--- config.mk ---
export PLATFORM = sky130hd
export DESIGN_NAME = rgb_to_hsv_converter
export DESIGN_NICKNAME = d
export VERILOG_FILES = /design/src/hw/rtl/rhc_pkg.sv /design/src/hw/rtl/rhc_front.sv /design/src/hw/rtl/rhc_div_stage.sv /design/src/hw/rtl/rhc_back.sv /design/src/hw/rtl/rgb_to_hsv_converter.sv
export SDC_FILE = /design/constraint.sdc
export NUM_CORES = 1
export LEC_CHECK = 0
export BUFFER_PORTS_ARGS = -buffer_cell sky130_fd_sc_hd__buf_2
export CORE_MARGIN = 2
export CORE_UTILIZATION = 43
export DETAILED_ROUTE_END_ITERATION = 10
export GPL_ROUTABILITY_DRIVEN = 0
export PLACE_DENSITY = 0.73
export SKIP_LAST_GASP = 1
export SYNTH_ARGS = -nofsm -noshare
export SYNTH_HDL_FRONTEND = slang
export SYNTH_HIERARCHICAL = 1
export SYNTH_SLANG_ARGS = --single-unit
export TNS_END_PERCENT = 10
--- constraint.sdc ---
create_clock -name clock -period 9.59 [get_ports clock]
set_input_delay 0.959 -clock clock [delete_from_list [all_inputs] [get_ports clock]]
set_output_delay 0.959 -clock clock [all_outputs]
set_load 0.01 [all_outputs]
--- src/hw/rtl/rhc_pkg.sv ---
// Shared types and constants for the RGB to HSV converter pipeline.
// Depends on nothing; every other file of the block imports it.
package rhc_pkg;

   localparam int CH_W      = 8;
   localparam int HUE_W     = 15;
   localparam int HUE_QUO_W = 12;   // hue quotient is at most one sixth, 3840
   localparam int SAT_QUO_W = 8;    // saturation quotient is at most 255
   localparam int HUE_NUM_W = CH_W + HUE_QUO_W;
   localparam int SAT_NUM_W = CH_W + SAT_QUO_W;

   localparam int HUE_SIXTH    = 3840;   // 60 degrees in 1/64 degree units
   localparam int HUE_SECTOR_G = 7680;
   localparam int HUE_SECTOR_B = 15360;
   localparam int HUE_FULL     = 23040;  // 360 degrees
   localparam int SAT_SCALE    = 255;

   // Divider stage split: hue quotient bits and saturation quotient bits per stage.
   localparam int DIV1_HUE_STEPS = 4;
   localparam int DIV1_SAT_STEPS = 3;
   localparam int DIV2_HUE_STEPS = 4;
   localparam int DIV2_SAT_STEPS = 3;
   localparam int DIV3_HUE_STEPS = 4;
   localparam int DIV3_SAT_STEPS = 2;

   localparam logic [1:0] SECTOR_RED   = 2'd0;
   localparam logic [1:0] SECTOR_GREEN = 2'd1;
   localparam logic [1:0] SECTOR_BLUE  = 2'd2;

   typedef struct packed {
      logic [CH_W-1:0] red;
      logic [CH_W-1:0] green;
      logic [CH_W-1:0] blue;
   } pixel_type;

   typedef struct packed {
      logic [HUE_W-1:0] hue;
      logic             hue_defined;
      logic [CH_W-1:0]  saturation;
      logic [CH_W-1:0]  brightness;
   } hsv_type;

   // Item in flight between the front stage and the back stage.
   typedef struct packed {
      logic                 defined;
      logic                 neg;
      logic [1:0]           sector;
      logic [CH_W-1:0]      chroma;
      logic [CH_W-1:0]      value;
      logic [CH_W-1:0]      hue_rem;
      logic [HUE_QUO_W-1:0] hue_num;
      logic [HUE_QUO_W-1:0] hue_quo;
      logic [CH_W-1:0]      sat_rem;
      logic [SAT_QUO_W-1:0] sat_num;
      logic [SAT_QUO_W-1:0] sat_quo;
   } work_type;

endpackage

--- src/hw/rtl/rhc_front.sv ---
// Front stage: max, min, chroma, hue sector and the two dividends.
// Depends on rhc_pkg.
module rhc_front (
   input  logic                clock,
   input  logic                reset,
   input  logic                up_valid,
   output logic                up_ready,
   input  rhc_pkg::pixel_type  up_data,
   output logic                dn_valid,
   input  logic                dn_ready,
   output rhc_pkg::work_type   dn_data
);
   import rhc_pkg::*;

   logic            valid_ff;
   logic            valid_in;
   work_type        data_ff;
   work_type        data_in;
   logic            load;
   logic [CH_W-1:0] hi;
   logic [CH_W-1:0] lo;
   logic [CH_W:0]   diff;
   logic [CH_W-1:0] mag;
   logic [HUE_NUM_W-1:0] hue_num;
   logic [SAT_NUM_W-1:0] sat_num;

   assign up_ready = !valid_ff || dn_ready;
   assign load     = up_valid && up_ready;
   assign valid_in = up_ready ? up_valid : valid_ff;

   always_comb begin
      hi = up_data.red;
      lo = up_data.red;
      if (up_data.green > hi) hi = up_data.green;
      if (up_data.blue > hi) hi = up_data.blue;
      if (up_data.green < lo) lo = up_data.green;
      if (up_data.blue < lo) lo = up_data.blue;

      data_in         = '0;
      data_in.value   = hi;
      data_in.chroma  = hi - lo;
      data_in.defined = (hi != lo);

      // Red wins ties over green, green over blue.
      if (up_data.red == hi) begin
         data_in.sector = SECTOR_RED;
         diff = {1'b0, up_data.green} - {1'b0, up_data.blue};
      end else if (up_data.green == hi) begin
         data_in.sector = SECTOR_GREEN;
         diff = {1'b0, up_data.blue} - {1'b0, up_data.red};
      end else begin
         data_in.sector = SECTOR_BLUE;
         diff = {1'b0, up_data.red} - {1'b0, up_data.green};
      end

      data_in.neg = diff[CH_W];
      mag         = diff[CH_W] ? CH_W'(-diff) : diff[CH_W-1:0];

      // Constant scaling; the high byte seeds the remainder.
      hue_num = HUE_NUM_W'(mag) * HUE_NUM_W'(HUE_SIXTH);
      sat_num = SAT_NUM_W'(data_in.chroma) * SAT_NUM_W'(SAT_SCALE);

      data_in.hue_rem = hue_num[HUE_NUM_W-1 -: CH_W];
      data_in.hue_num = hue_num[HUE_QUO_W-1:0];
      data_in.sat_rem = sat_num[SAT_NUM_W-1 -: CH_W];
      data_in.sat_num = sat_num[SAT_QUO_W-1:0];
   end

   always_ff @(posedge clock) begin
      if (reset) begin
         valid_ff <= 1'b0;
      end else begin
         valid_ff <= valid_in;
      end
   end

   always_ff @(posedge clock) begin
      if (load) begin
         data_ff <= data_in;
      end
   end

   assign dn_valid = valid_ff;
   assign dn_data  = data_ff;

endmodule

--- src/hw/rtl/rhc_div_stage.sv ---
// One stage of the two pipelined restoring dividers (hue and saturation).
// Depends on rhc_pkg.
module rhc_div_stage #(
   parameter int HUE_STEPS = rhc_pkg::DIV1_HUE_STEPS,
   parameter int SAT_STEPS = rhc_pkg::DIV1_SAT_STEPS
) (
   input  logic               clock,
   input  logic               reset,
   input  logic               up_valid,
   output logic               up_ready,
   input  rhc_pkg::work_type  up_data,
   output logic               dn_valid,
   input  logic               dn_ready,
   output rhc_pkg::work_type  dn_data
);
   import rhc_pkg::*;

   logic     valid_ff;
   logic     valid_in;
   work_type data_ff;
   work_type data_in;
   logic     load;

   assign up_ready = !valid_ff || dn_ready;
   assign load     = up_valid && up_ready;
   assign valid_in = up_ready ? up_valid : valid_ff;

   always_comb begin
      logic [CH_W:0] trial_h;
      logic [CH_W:0] trial_s;
      logic          bit_h;
      logic          bit_s;

      data_in = up_data;
      // Bring down one dividend bit, subtract the divisor when it fits.
      for (int i = 0; i < HUE_STEPS; i++) begin
         trial_h = {data_in.hue_rem, data_in.hue_num[HUE_QUO_W-1]};
         bit_h   = (trial_h >= {1'b0, data_in.chroma});
         if (bit_h) begin
            data_in.hue_rem = CH_W'(trial_h - {1'b0, data_in.chroma});
         end else begin
            data_in.hue_rem = trial_h[CH_W-1:0];
         end
         data_in.hue_num = {data_in.hue_num[HUE_QUO_W-2:0], 1'b0};
         data_in.hue_quo = {data_in.hue_quo[HUE_QUO_W-2:0], bit_h};
      end
      for (int i = 0; i < SAT_STEPS; i++) begin
         trial_s = {data_in.sat_rem, data_in.sat_num[SAT_QUO_W-1]};
         bit_s   = (trial_s >= {1'b0, data_in.value});
         if (bit_s) begin
            data_in.sat_rem = CH_W'(trial_s - {1'b0, data_in.value});
         end else begin
            data_in.sat_rem = trial_s[CH_W-1:0];
         end
         data_in.sat_num = {data_in.sat_num[SAT_QUO_W-2:0], 1'b0};
         data_in.sat_quo = {data_in.sat_quo[SAT_QUO_W-2:0], bit_s};
      end
   end

   always_ff @(posedge clock) begin
      if (reset) begin
         valid_ff <= 1'b0;
      end else begin
         valid_ff <= valid_in;
      end
   end

   always_ff @(posedge clock) begin
      if (load) begin
         data_ff <= data_in;
      end
   end

   assign dn_valid = valid_ff;
   assign dn_data  = data_ff;

endmodule

--- src/hw/rtl/rhc_back.sv ---
// Back stage: sign and sector offset on the hue, grey override, output register.
// Depends on rhc_pkg.
module rhc_back (
   input  logic               clock,
   input  logic               reset,
   input  logic               up_valid,
   output logic               up_ready,
   input  rhc_pkg::work_type  up_data,
   output logic               dn_valid,
   input  logic               dn_ready,
   output rhc_pkg::hsv_type   dn_data
);
   import rhc_pkg::*;

   logic             valid_ff;
   logic             valid_in;
   hsv_type          data_ff;
   hsv_type          data_in;
   logic             load;
   logic [HUE_W-1:0] base;
   logic [HUE_W-1:0] quo;

   assign up_ready = !valid_ff || dn_ready;
   assign load     = up_valid && up_ready;
   assign valid_in = up_ready ? up_valid : valid_ff;

   always_comb begin
      case (up_data.sector)
         SECTOR_GREEN: base = HUE_W'(HUE_SECTOR_G);
         SECTOR_BLUE:  base = HUE_W'(HUE_SECTOR_B);
         default:      base = up_data.neg ? HUE_W'(HUE_FULL) : '0;
      endcase
      // A negative difference always gives a nonzero quotient, so wrap in the red
      // sector by starting from a full turn.
      quo = HUE_W'(up_data.hue_quo);

      data_in.brightness = up_data.value;
      data_in.hue_defined = up_data.defined;
      if (up_data.defined) begin
         data_in.hue        = up_data.neg ? HUE_W'(base - quo) : HUE_W'(base + quo);
         data_in.saturation = up_data.sat_quo;
      end else begin
         data_in.hue        = '0;
         data_in.saturation = '0;
      end
   end

   always_ff @(posedge clock) begin
      if (reset) begin
         valid_ff <= 1'b0;
      end else begin
         valid_ff <= valid_in;
      end
   end

   always_ff @(posedge clock) begin
      if (load) begin
         data_ff <= data_in;
      end
   end

   assign dn_valid = valid_ff;
   assign dn_data  = data_ff;

endmodule

--- src/hw/rtl/rgb_to_hsv_converter.sv ---
// RGB to HSV converter, top level. Instantiates rhc_front, three rhc_div_stage
// and rhc_back; depends on rhc_pkg.
//
// Usage:
//   - Input channel req_valid/req_ready/req_data carries one pixel of 8-bit red,
//     green and blue per transfer.
//   - Result channel rsp_valid/rsp_ready/rsp_data carries hue (1/64 degree),
//     hue_defined, saturation (0..255) and brightness (largest channel).
//   - Five register stages: rhc_front, three rhc_div_stage and rhc_back.
//   - Throughput: one pixel per cycle unless the receiver stalls. The depth
//     is set by the two restoring dividers (12 hue quotient bits, 8 saturation
//     bits) spread over three stages, framed by a compare stage in front and
//     a fixup stage behind.
//   - Each stage holds its own valid bit. When the receiver stalls, a full
//     stage holds; empty stages upstream keep filling, so bubbles close up and
//     req_ready drops only once every stage is occupied. Nothing is dropped or
//     repeated.
//   - Grey pixels (all channels equal) give hue_defined low, hue 0, saturation 0.
//   - Synchronous reset empties the pipeline; no payload is cleared.
module rgb_to_hsv_converter (
   input  logic               clock,
   input  logic               reset,
   input  logic               req_valid,
   output logic               req_ready,
   input  rhc_pkg::pixel_type req_data,
   output logic               rsp_valid,
   input  logic               rsp_ready,
   output rhc_pkg::hsv_type   rsp_data
);
   import rhc_pkg::*;

   // Stage links: front -> div1 -> div2 -> div3 -> back.
   logic     s1_valid, s1_ready;
   logic     s2_valid, s2_ready;
   logic     s3_valid, s3_ready;
   logic     s4_valid, s4_ready;
   work_type s1_data, s2_data, s3_data, s4_data;

   // Compare channels, pick the sector, form both dividends.
   rhc_front u_front (
      .clock    (clock),
      .reset    (reset),
      .up_valid (req_valid),
      .up_ready (req_ready),
      .up_data  (req_data),
      .dn_valid (s1_valid),
      .dn_ready (s1_ready),
      .dn_data  (s1_data)
   );

   // Advance the quotients a few bits per stage.
   rhc_div_stage #(
      .HUE_STEPS (DIV1_HUE_STEPS),
      .SAT_STEPS (DIV1_SAT_STEPS)
   ) u_div1 (
      .clock    (clock),
      .reset    (reset),
      .up_valid (s1_valid),
      .up_ready (s1_ready),
      .up_data  (s1_data),
      .dn_valid (s2_valid),
      .dn_ready (s2_ready),
      .dn_data  (s2_data)
   );

   rhc_div_stage #(
      .HUE_STEPS (DIV2_HUE_STEPS),
      .SAT_STEPS (DIV2_SAT_STEPS)
   ) u_div2 (
      .clock    (clock),
      .reset    (reset),
      .up_valid (s2_valid),
      .up_ready (s2_ready),
      .up_data  (s2_data),
      .dn_valid (s3_valid),
      .dn_ready (s3_ready),
      .dn_data  (s3_data)
   );

   rhc_div_stage #(
      .HUE_STEPS (DIV3_HUE_STEPS),
      .SAT_STEPS (DIV3_SAT_STEPS)
   ) u_div3 (
      .clock    (clock),
      .reset    (reset),
      .up_valid (s3_valid),
      .up_ready (s3_ready),
      .up_data  (s3_data),
      .dn_valid (s4_valid),
      .dn_ready (s4_ready),
      .dn_data  (s4_data)
   );

   // Apply sign and sector offset, override grey pixels, hold the result.
   rhc_back u_back (
      .clock    (clock),
      .reset    (reset),
      .up_valid (s4_valid),
      .up_ready (s4_ready),
      .up_data  (s4_data),
      .dn_valid (rsp_valid),
      .dn_ready (rsp_ready),
      .dn_data  (rsp_data)
   );

`ifndef NO_ASSERTIONS
   // An empty output register means no stage can be blocked.
   a_ready_when_drained: assert property (@(posedge clock) disable iff (reset)
      !rsp_valid |-> req_ready)
      else $error("input stalled while output register is empty");

   // Hue stays inside one turn.
   a_hue_range: assert property (@(posedge clock) disable iff (reset)
      rsp_valid |-> (rsp_data.hue < HUE_W'(HUE_FULL)))
      else $error("hue out of range");

   // Grey pixels carry zero hue and zero saturation.
   a_grey_zero: assert property (@(posedge clock) disable iff (reset)
      (rsp_valid && !rsp_data.hue_defined) |->
         (rsp_data.hue == '0 && rsp_data.saturation == '0))
      else $error("grey pixel with nonzero hue or saturation");

   // Reset empties the pipeline.
   a_reset_empty: assert property (@(posedge clock)
      (!reset && $past(reset)) |-> !rsp_valid)
      else $error("result valid right after reset");
`endif

endmodule
# Yosys cells after proc, flatten, opt, wreduce, memory -nomap -nowiden
# Cells that the tools add are included.
[totals]
mem_bits_ro = 0
memories = 0
ramBits = 0
elab_cells = 145
latch_bits = 0
register_bits = 217
in_bits = 28
[op_classes]
shifts = 0
n_div = 0
add_sub_neg = 25
n_bitwise = 0
mul = 2
n_eq_ne = 5
reduce_logical = 15
muxes = 29
n_lt_le_gt_ge = 24
[op_table]
columns = ["cell", "count"]
rows = [
  ["$mux W8", 23],
  ["$ge A9 B8 Y1", 20],
  ["$sub A8 B8 Y8", 19],
  ["$mux W15", 2],
  ["$pmux W15 S2", 1],
  ["$sub A8 B8 Y9", 3],
  ["$mux W9", 2],
  ["$eq A8 B8 Y1", 2],
  ["$gt A8 B8 Y1", 2],
  ["$lt A8 B8 Y1", 2],
  ["$mul A8 B8 Y16 const B", 1],
  ["$add A15 B12 Y15", 1],
  ["$sub A15 B12 Y15", 1],
  ["$mul A8 B4 Y12 const B", 1],
  ["$ne A8 B8 Y1", 1],
  ["$neg A8 Y8", 1],
  ["$logic_and A1 B1 Y1", 5],
  ["$logic_not A1 Y1", 5],
  ["$logic_or A1 B1 Y1", 5],
  ["$eq A2 B1 Y1 const B", 1],
  ["$eq A2 B2 Y1 const B", 1],
  ["$mux W2", 1],
]

# Longest topological paths before layout
[depth]
ltp_word = 10
depth_mapped = 47
depth_no_buf = 43

# Hierarchy
# The synthesis kept the hierarchy.
[modules_own_cells]
columns = ["module", "seq_area_each_um2", "cells_each", "area_each_um2", "instances"]
rows = [
  ["rhc_front", 1431.4, 821, 7353.3, 1],
  ["rhc_div_stage (u_div1)", 2092.0, 499, 5288.8, 1],
  ["rhc_div_stage (u_div2)", 2092.0, 498, 5195.0, 1],
  ["rhc_div_stage (u_div3)", 2122.0, 451, 5014.8, 1],
  ["rhc_back", 980.9, 191, 2037.0, 1],
]

# Worst setup path after synthesis
# Ideal clock, no wire load.
[synth_path]
path_kind = "in2reg"
startpoint = "input port req_data[10] (netlist name)"
endpoint = "register u_front.data_ff (netlist bit u_front/dn_data[23]) (data pin)"
arrival_ps = 9252
setup_slack_ps = 79
path_stages = 44
n_path_buf = 4
required_ps = 9331
setup_time_ps = 259
path_cell_list = "inv_1 > ha_1 > nand3b_1 > a211oi_2 > or2_2 > clkbuf_1 > clkbuf_1 > nor2_1 > a21oi_1 > ha_1 > and4_1 > and4_1 > o221a_1 > or2_1 > buf_2 > nor2_1 > buf_2 > nor2_1 > [8 not listed] > inv_2 > xnor2_1 > ha_1 > inv_1 > fa_1 > fa_1 > fa_1 > inv_1 > ha_1 > a21boi_0 > o21ai_0 > nand2b_1 > a21oi_1 > nor2_1 > o21ai_0 > nand2b_1 > a21oi_1 > xnor2_1"
[synth_rtl]
columns = ["element", "line_no", "rtl"]
rows = [
  ["from (decl)", "rgb_to_hsv_converter.sv:25", "input rhc_pkg::pixel_type req_data,"],
  ["to (signal assigned)", "rhc_front.sv:79", "data_ff <= data_in;"],
  ["to (decl)", "rhc_front.sv:17", "work_type data_ff;"],
]

==> flow_summary.toml <==
[synthesis]
netlist_instances = 2298
netlist_area_um2 = 22200
syn_avg_cell_area_um2 = 9.66
yosys_warnings = 6

[clocking]
cts_root_buf = "clkbuf_16"
cts-buffers-inserted = 25
htree_num_levels = 1
cts_buffer_depth = 3
clk_pin_slew_worst_paths_ns = 0.06
insertion_delay_ns = 0.52
hold_buffers = 0
cts_sinks = 228
tritoncts = "done"

[global_routing]
overflow = 0
grt_start_max_net_pins = 57
grt_pass1_wl_um = 84400
antenna_found_initial = 1
grt_pass1_vias = 17531
grt.total_usage_pct = 18.9

[die]
die_h_um = 231
die_area_um2 = 53400
die_w_um = 231
ios = 62
coreArea_um2 = 51200
start_util_pct = 43.3
rows = 83

[cells_and_area]
final_area_um2 = 24400
fin_nets = 2751
diodes = 0
final_util_pct = 47.6
syn2layout_area_growth_pct = 9.81
drive_gt1_share_pct = 13.1
final_common_cell = "inv_1"
final_cell_mix = "inv_1, ha_1, edfxtp_1"

[timing]
slew_viol_final = 0
clock_skew_ns = 0.0175
relSlewSlack_pct = 35.4
hold_viol_final = 0
setup_viol = 0
worstMarginPinSlew_ns = 0.959
fmax_mhz = 110
min_period_ns = 9.11
min_period_over_period_pct = 94.9

[detailed_routing]
wl_per_cell_um = 16.6
wl_um = 51500
dr.pass1.iters = 5
viasPerCell = 5.70
post-route-drc-count = 0
drt-initial-drc-count = 1165
final_antenna_net_count = 0
route.vias.total = 17674

[critical_path]
path_common_cell = "ha_1"
slowest_delay_ns = 0.49
cp-end-kind = "flop"
arrival_ns = 9.32
r2r_cells = 33
cp-startpoint = "u_front/dn_data[65]"
crit_fanout = 10
startpoint_type = "flop"
slowest_stage = "edfxtp_1"
required_ns = 9.80
critPathKind = "reg2reg"
rr_startpoint = "u_front/dn_data[65]"

[placed_design]
dpl_cell_area_um2 = 23500
portBuffers = 61
hpwlAfterDp_um = 40900

[min_path]
min_from = "u_div2/dn_data[30]"
hold_path_depth = 0
min_path_type = "reg2reg"

[status]
status = "finished clean"

[flow_run]
drv_cap = 0
==> sequential cells by signal, indices dropped and copies added (netlist names) <==
name	flops
u_div3/dn_valid	1
u_back/dn_valid	1
u_div2/dn_valid	1
u_back/dn_data	32
u_front/dn_data	47
u_front/dn_valid	1
u_div1/dn_valid	1
u_div1/dn_data	56
u_div3/dn_data	32
u_div2/dn_data	56
==> worst paths after layout <==
check	slack, ns	end
max	0.48	u_div1/dn_data[52]
min	0.41	u_div3/dn_data[34]
max reg2reg	0.48	u_div1/dn_data[52]
min reg2reg	0.41	u_div3/dn_data[34]
==> metrics by stage <==
stage	setup slack, ns	cells	hold WS (ns)	TNS [ns]
after floorplan	0.0792	2305	0.400	0
after global placement	0.0835	3050	0.400	0
after detailed placement	-0.207	3050	0.405	-0.275
after CTS	0.327	3094	0.409	0
after global routing	-0.0184	3098	0.418	-0.0184
final	0.485	3098	0.413	0
==> layer usage <==
layer  global-route usage, %  share of wire [%]  vias to the layer above
met1                    23.1                 42                     8402
met4                    7.00                3.6                        2
met5                       0              0.031                        -
met2                    33.9                 49                      603
li1                        -                  -                     8521
met3                    2.12                5.3                      146
==> area by class of cell <==
type | instances | area, um2
Sequential cell | 228 | 6800
Inverter | 285 | 1070
Timing Repair Buffer | 121 | 759
Clock buffer | 27 | 633
Clock inverter | 17 | 146
Fill cell | 4650 | 26800
Tap cell | 680 | 851
Multi-Input combinational cell | 1740 | 14100
==> what timing repair did <==
action                                  in CTS  in global routing
endpoints found under the hold margin        0                  0
resized for setup                            0                 19
setup buffers                                0                  3
endpoints found under the setup margin       0                  4
==> critical path, delay by kind of cell, from the launching register on <==
kind                       cells  cell delay [ns]
muxes                          2             0.74
DFF                            1             0.49
buffers and inverters          4             0.68
AOI/OAI and AO/OA             16             4.05
adders and majority gates      4             1.38
and+or+nand+nor                7             1.45
Power is left out: the tool's default activity adds up to more than one toggle a clock period on the data nets, which glitch-free logic cannot reach.
